<file path="src/design/rsi_pkg.sv">
`timescale 1ns / 1ps
// ----------------------------------------------------------------------------
// rsi_pkg
// Shared widths, register indexes and controller/datapath bundles for the
// raster shape index block.
// ----------------------------------------------------------------------------
package rsi_pkg;

  // fixed field widths
  localparam int CELL_VALUE_W = 32;
  localparam int NUM_COLS_W   = 13;
  localparam int NUM_ROWS_W   = 16;
  localparam int EDGE_W       = 30;
  localparam int CELL_W       = 28;
  localparam int SHAPE_W      = 32;

  // configuration port
  localparam int CFG_INDEX_W = 2;
  localparam int CFG_DATA_W  = 16;

  localparam logic [CFG_INDEX_W-1:0] REG_NUM_COLS    = 2'd0;
  localparam logic [CFG_INDEX_W-1:0] REG_NUM_ROWS    = 2'd1;
  localparam logic [CFG_INDEX_W-1:0] REG_MASK_ENABLE = 2'd2;

  // per-cell edge increment, at most six
  localparam int EDGE_INC_W = 3;

  // ratio unit: q = isqrt(floor(2^28 * E^2 / C))
  localparam int SQ_W       = 2 * EDGE_W;
  localparam int SCALE_SH   = 28;
  localparam int NUM_W      = SQ_W + SCALE_SH;
  localparam int DIV_STEPS  = NUM_W;
  localparam int QUOT_W     = 64;
  localparam int ROOT_W     = QUOT_W / 2;
  localparam int ROOT_STEPS = ROOT_W;
  localparam int STEP_W     = $clog2(DIV_STEPS);

  typedef struct packed {
    logic load;        // latch cell, read line buffer
    logic calc;        // count edges, write line buffer
    logic square;      // square edge total, clear ratio unit
    logic div_step;    // one restoring divide step
    logic root_step;   // one square root digit
    logic result_load; // fill output register
  } rsi_cmd_t;

  typedef struct packed {
    logic win_last;  // current cell is the last of the window
    logic cell_zero; // finished window had no non-null, unmasked cell
  } rsi_status_t;

endpackage

</file>
<file path="src/design/rsi_ctrl.sv">
`timescale 1ns / 1ps
// ----------------------------------------------------------------------------
// rsi_ctrl
// Sequencer: cell intake, window close, divide and root steps, result hand-off.
// ----------------------------------------------------------------------------
module rsi_ctrl (
  input  logic                  clk,
  input  logic                  rst,
  input  logic                  in_valid,
  output logic                  in_ready,
  input  logic                  out_ready,
  output logic                  out_valid,
  output rsi_pkg::rsi_cmd_t     cmd,
  input  rsi_pkg::rsi_status_t  st
);

  typedef enum logic [2:0] {
    S_IDLE,
    S_CELL,
    S_SQR,
    S_DIV,
    S_ROOT,
    S_DONE
  } state_t;

  state_t                      state;
  logic [rsi_pkg::STEP_W-1:0]  step;
  logic                        out_free;

  assign in_ready = (state == S_IDLE);
  assign out_free = !out_valid || out_ready;

  always_comb begin
    cmd             = '0;
    cmd.load        = (state == S_IDLE) && in_valid;
    cmd.calc        = (state == S_CELL);
    cmd.square      = (state == S_SQR);
    cmd.div_step    = (state == S_DIV);
    cmd.root_step   = (state == S_ROOT);
    cmd.result_load = (state == S_DONE) && out_free;
  end

  always_ff @(posedge clk) begin
    if (rst) begin
      state     <= S_IDLE;
      step      <= '0;
      out_valid <= 1'b0;
    end else begin
      if (cmd.result_load) begin
        out_valid <= 1'b1;
      end else if (out_ready) begin
        out_valid <= 1'b0;
      end

      unique case (state)
        S_IDLE: begin
          if (in_valid) begin
            state <= S_CELL;
          end
        end
        S_CELL: begin
          state <= st.win_last ? S_SQR : S_IDLE;
        end
        S_SQR: begin
          if (st.cell_zero) begin
            state <= S_DONE;
          end else begin
            step  <= rsi_pkg::STEP_W'(rsi_pkg::DIV_STEPS - 1);
            state <= S_DIV;
          end
        end
        S_DIV: begin
          if (step == '0) begin
            step  <= rsi_pkg::STEP_W'(rsi_pkg::ROOT_STEPS - 1);
            state <= S_ROOT;
          end else begin
            step <= step - rsi_pkg::STEP_W'(1);
          end
        end
        S_ROOT: begin
          if (step == '0) begin
            state <= S_DONE;
          end else begin
            step <= step - rsi_pkg::STEP_W'(1);
          end
        end
        S_DONE: begin
          if (out_free) begin
            state <= S_IDLE;
          end
        end
        default: begin
          state <= S_IDLE;
        end
      endcase
    end
  end

endmodule

</file>
<file path="config.mk">
export PLATFORM = sky130hd
export DESIGN_NAME = rsi_ctrl
export DESIGN_NICKNAME = d
export VERILOG_FILES = /design/src/design/rsi_pkg.sv /design/src/design/rsi_ctrl.sv
export SDC_FILE = /design/constraint.sdc
export NUM_CORES = 1
export LEC_CHECK = 0
export ABC_AREA = 0
export ABC_CLOCK_PERIOD_IN_PS = 1500
export BUFFER_PORTS_ARGS = -buffer_cell sky130_fd_sc_hd__buf_4
export CAP_MARGIN = 20
export CELL_PAD_IN_SITES_DETAIL_PLACEMENT = 0
export CELL_PAD_IN_SITES_GLOBAL_PLACEMENT = 1
export CORE_MARGIN = 1.5
export CORE_UTILIZATION = 34
export DETAILED_ROUTE_END_ITERATION = 12
export GPL_TIMING_DRIVEN = 1
export PLACE_DENSITY = 0.69
export SETUP_SLACK_MARGIN = 0.2
export SLEW_MARGIN = 10
export SYNTH_ARGS = -nofsm -noshare
export SYNTH_HDL_FRONTEND = slang
export SYNTH_SLANG_ARGS = --single-unit
export TNS_END_PERCENT = 10
</file>
<file path="constraint.sdc">
create_clock -name clk -period 1.5 [get_ports clk]
set_input_delay 0.075 -clock clk [delete_from_list [all_inputs] [get_ports clk]]
set_output_delay 0.075 -clock clk [all_outputs]
set_load 0.01 [all_outputs]
</file>
## Word level (Yosys, flattened, before mapping)

Index checks and enable logic that the tools add are counted.

| word-level totals | value |
|---|---|
| register bits | 11 |
| input port bits | 6 |
| output and inout port bits | 8 |
| word-level logic and storage cells | 38 |

| cells by class | value |
|---|---|
| $add $sub $neg | 1 |
| equality and inequality tests | 11 |
| mux-type cells | 13 |
| reductions and logical operators | 10 |

Operators with widths:

| cell | count |
|---|---|
| two-way mux 7 bit | 3 |
| one-hot mux 7 bit (3 select lines) | 1 |
| one-hot mux 3 bit (6 select lines) | 1 |
| two-way mux 3 bit | 5 |
| != test 2 bit (second input constant) | 4 |
| logical NOT 7 bit | 1 |
| subtractor 7 x 1 -> 7 bit (second input constant) | 1 |
| equality test 3 x 2 -> 1 bit (second input constant) | 2 |
| equality test 3 bit (second input constant) | 2 |
| != test 2 x 1 -> 1 bit (second input constant) | 2 |
| AND reduction 4 bit | 1 |
| equality test 3 x 1 -> 1 bit (second input constant) | 1 |
| logical NOT 3 bit | 1 |
| AND reduction 3 bit | 1 |
| nonzero test 3 bit | 1 |
| logical AND 1 bit | 2 |
| two-way mux 1 bit | 2 |
| two-way mux 2 bit | 1 |
| nonzero test 2 bit | 1 |
| logical NOT 1 bit | 1 |
| logical OR 1 bit | 1 |

## Longest topological paths before layout

| logic depth | value |
|---|---|
| depth after elaboration | 4 |
| mapped depth | 6 |
| mapped depth without buffers | 6 |

## Worst setup path after synthesis

OpenSTA, ideal clock, no wires.

| timing | value |
|---|---|
| path kind | flip-flop to flip-flop |
| from | register step[0] in the netlist's numbering |
| to | register step[4] in the netlist's numbering |
| library setup time | 0.139 ns |
| data arrival time | 1.460 ns |
| data required time | 1.361 ns |
| slack | -0.099 ns |
| cell stages (with the launch flop) | 7 |
| path buffers | 0 |
| clock period less this slack | 1.599 ns |
| cells stage by stage | dfxtp_1 > inv_1 > ha_1 > nor3b_1 > a311o_1 > a221oi_1 > a311oi_1 |

| between the ends | value |
|---|---|
| longest elaborated chain between the ends | 3 |
| elaborated cells on any way between the ends | 7 |
| those cells by class | 1 x add/sub; 1 x eq/ne; 3 x mux; 2 x reduce/logical |

RTL lines:

| item | line | text |
|---|---|---|
| start, declared | rsi_ctrl.sv:27 | `logic [rsi_pkg::STEP_W-1:0] step;` |
| start signal, assigned | rsi_ctrl.sv:68 | `step <= rsi_pkg::STEP_W'(rsi_pkg::DIV_STEPS - 1);` |
| start signal, assigned | rsi_ctrl.sv:74 | `step <= rsi_pkg::STEP_W'(rsi_pkg::ROOT_STEPS - 1);` |
| start signal, assigned | rsi_ctrl.sv:77 | `step <= step - rsi_pkg::STEP_W'(1);` |
| subtractor 7 x 1 -> 7 bit or logical NOT 7 bit (tied branches) | n/a |  |
| two-way mux 7 bit (tied with other cells) | rsi_ctrl.sv:81 | `if (step == '0) begin` |
| one-hot mux 7 bit (3 select lines) or AND reduction 3 bit (tied branches) | n/a |  |

Parallel ways exist; a longest one is shown, timed or not. The select of a mux whose other input is x is not followed.
A chain may end at the register's enable or synchronous reset.

## Worst setup path after layout

| timing | value |
|---|---|
| from | register step[2] in the netlist's numbering |
| to | register step[6] in the netlist's numbering |

Same word-level chain as after synthesis.

==> flow_summary_export.csv <==
group,metric,value,unit
power,p_per_area,696,mW/mm^2
sta,post-route-period-util,105,%
synthesis,synth_most_common_cell,"dfxtp_1",
routing,routed_wl,2.31,mm
outcome,status,"complete, but fails checks",
synthesis,synth_xor_area_share,0,%
setup_path,worstSetupEndpointType,"flop",
setup_path,crit_arrival,1.77,ns
cells_and_area,finalNonFillerCells,156,
synthesis,syn_nets,100,
sta,maxSlewHeadroom,62.6,%
routing,ant_nets,0,
clock_tree,clk_path_buf_depth,2,
power,fin_total_pwr,0.861,mW
sta,skew,0.00124,ns
global_routing,grt-ovfl-total,0,
global_routing,grt_max_degree,13,
hold_path,min_to,"step[0]",
place,port_buffers,13,
sta,worstMarginPinSlew,0.555,ns
run,drv_cap,0,
sta,final_max_slew_viol_count,0,
hold_path,holdPathStages,2,
setup_path,rrSetupSlack,-0.07,ns
floorplanning,die_h,49,um
synthesis,synth_area,719,um^2
sta,rsz0062_at_grt,"yes",
setup_path,r2r-start,"step[2]",
global_routing,antenna_found_initial,0,
setup_path,worst-path-max-fanout,4,
synthesis,synth_ff_type,"dfxtp_1",
setup_path,start_kind,"flop",
clock_tree,root_buffer,"clkbuf_4",
synthesis,synth_cell_types,38,
setup_path,r2r-end,"step[6]",
sta,layout_min_cycle_time,1.57,ns
clock_tree,clk_pin_slew_worst_paths,0.07,ns
floorplanning,die_w,49,um
place,dp.cells,151,
power,p_leak,0.489,nW
clock_tree,cts_inserted_buffers,3,
routing,vias,834,
synthesis,synth_top_cell_area_share,30.6,%
floorplanning,core,0.00198,mm^2
synthesis,synth_area_leaders,"dfxtp_1 (31%), a21oi_1 (4.9%), nand2b_1 (4.3%)",
floorplanning,io_pins,14,
setup_path,slowest_stage,"or4_4",
synthesis,yosysWarnings,0,
setup_path,cpPeakStageDelay,0.60,ns
floorplanning,row_count,16,
global_routing,track_usage,19.5,%
cells_and_area,syn2layout_area_growth,72.0,%
hold_path,worst_hold_path_type,"in2reg",
synthesis,synth_commonest_cells,"dfxtp_1 (11), a21oi_1 (7), inv_1 (6), nor2_1 (6), nor3_1 (6)",
routing,drc,0,
cells_and_area,drive_above_1_share,58.9,%
sta,hold_viol_final,0,
routing,route.detailed.wl_per_inst,14.8,um
synthesis,synth-async-reset-ratio,0,%
place,gp_congestion,0.865,
cells_and_area,nets,138,
routing,dr.first_iter.drc_count,19,
sta,timing.final.ws_setup,-0.0734,ns
setup_path,path_class,"reg2reg",
routing,drt-vias-per-instance,5.35,
synthesis,syn_area_per_cell,7.82,um^2
synthesis,synth-simple-area-share,30.6,%
global_routing,grt_pass1_vias,803,
setup_path,cp.buffers_inverters,1,
floorplanning,die-area,0.00240,mm^2
cells_and_area,post-route-util,62.4,%
synthesis,netlist_instances,92,
synthesis,synthAdderAreaFrac,3.48,%
place,dpl.hpwl,1.56,mm
clock_tree,cts_hold_buffers,0,
synthesis,muxShareOfSynthArea,0,%
sta,setup_viol,5,
synthesis,synth_top_family_by_area,"simple AND/OR/NAND/NOR gates",
clock_tree,h-tree-depth,1,
setup_path,crit_family,"simple AND/OR/NAND/NOR gates",
setup_path,required,1.70,ns
hold_path,worstHoldStart,"rst",
setup_path,path_cells,"or4_4, o21ai_4, buf_6, a21oi_2, o22ai_1",
clock_tree,clk_latency,0.27,ns
outcome,violations,"setup timing",
global_routing,grt_pass1_wl,3.64,mm
sta,fmax,0.636,GHz
setup_path,reg2regPathDepth,5,
power,ir_drop,0.445,mV
floorplanning,start_util,36.3,%
synthesis,ys_ff_latch,11,
synthesis,yosysSeqAreaShare,30.6,%
synthesis,synth-edff-count,0,
synthesis,synth.largest_area_cell,"dfxtp_1",
synthesis,synth_compound_area_share,30.3,%
routing,dr.pass1.iters,4,
clock_tree,cts_tree,"built",
cells_and_area,antennaDiodeCount,0,
clock_tree,clkSinkCount,11,
[power breakdown]
group | internal [mW] | switching, mW
combinational | 0.169 | 0.165
sequential | 0.306 | 0.0157
clock | 0.103 | 0.103
total | 0.578 | 0.283
[registers in the layout (all words and copies together) (netlist names)]
signal,count
out_valid,1
step,7
state,3
[final cells by class]
| cell class | instances | area [um^2] |
|---|---|---|
| fill | 163 | 744 |
| multi-input combinational | 72 | 613 |
| timing repair buffer | 36 | 304 |
| sequential | 11 | 231 |
| tap | 27 | 33.8 |
| inverter | 6 | 28.8 |
| clock buffer | 4 | 26.3 |
[cells by family (layout without fill, tap and decap cells)]
family	count (synthesis)	after routing
buf+inv	9	46
simple gates	39	39
fa+ha+maj	2	2
flops	11	11
compound gates	31	31
[worst max path at each step]
stage / from / cells past startpoint / slack, ns / end
2_1_floorplan: state[1] / 5 / -0.04 / step[5]
3_3_place_gp: step[5] / 4 / -0.14 / step[3]
3_5_place_dp: step[5] / 4 / -0.09 / state[1]
4_1_cts: step[5] / 4 / -0.004 / step[2]
5_1_grt: step[2] / 4 / -0.1 / step[3]
6_report: step[2] / 5 / -0.07 / step[6]
[cell usage in the layout, fill, tap and decap left out, types with 3 or more instances in the layout]
cell,netlist,final
dfxtp_2,0,6
clkbuf_4,0,3
nand2b_1,5,3
a21oi_1,7,5
o21ai_0,5,4
dfxtp_1,11,4
nor2_1,6,5
buf_6,0,7
nand2_1,4,4
nor3_1,6,4
buf_4,0,28
[layer usage]
metal / share of wire (%) / track usage (%) / vias up
li1: - / - / 421
met1: 46 / 25.3 / 399
met2: 50 / 32.6 / 14
met3: 3.1 / 4.60 / 0
met4: 0 / 4.29 / 0
met5: 0 / 0 / -
[metrics by stage]
stage / hold WS [ns] / setup WS (ns) / instance area [um^2] / setup TNS (ns)
after global placement: 0.352 / -0.142 / 1010 / -0.530
after detailed placement: 0.357 / -0.0904 / 1010 / -0.427
after CTS: 0.0619 / -0.00421 / 1150 / -0.00717
after global routing: 0.0614 / -0.0958 / 1240 / -0.657
final: 0.0690 / -0.0734 / 1240 / -0.196
after floorplan: 0.234 / -0.0366 / 736 / -0.0739
[what timing repair did]
action | CTS | global route
endpoints found under the setup margin | 16 | 16
cloned | 0 | 0
buffers inserted | 0 | 1
pin swaps | 7 | 13
resized for setup | 31 | 19
No activity file was read; power rests on OpenSTA's default activity.
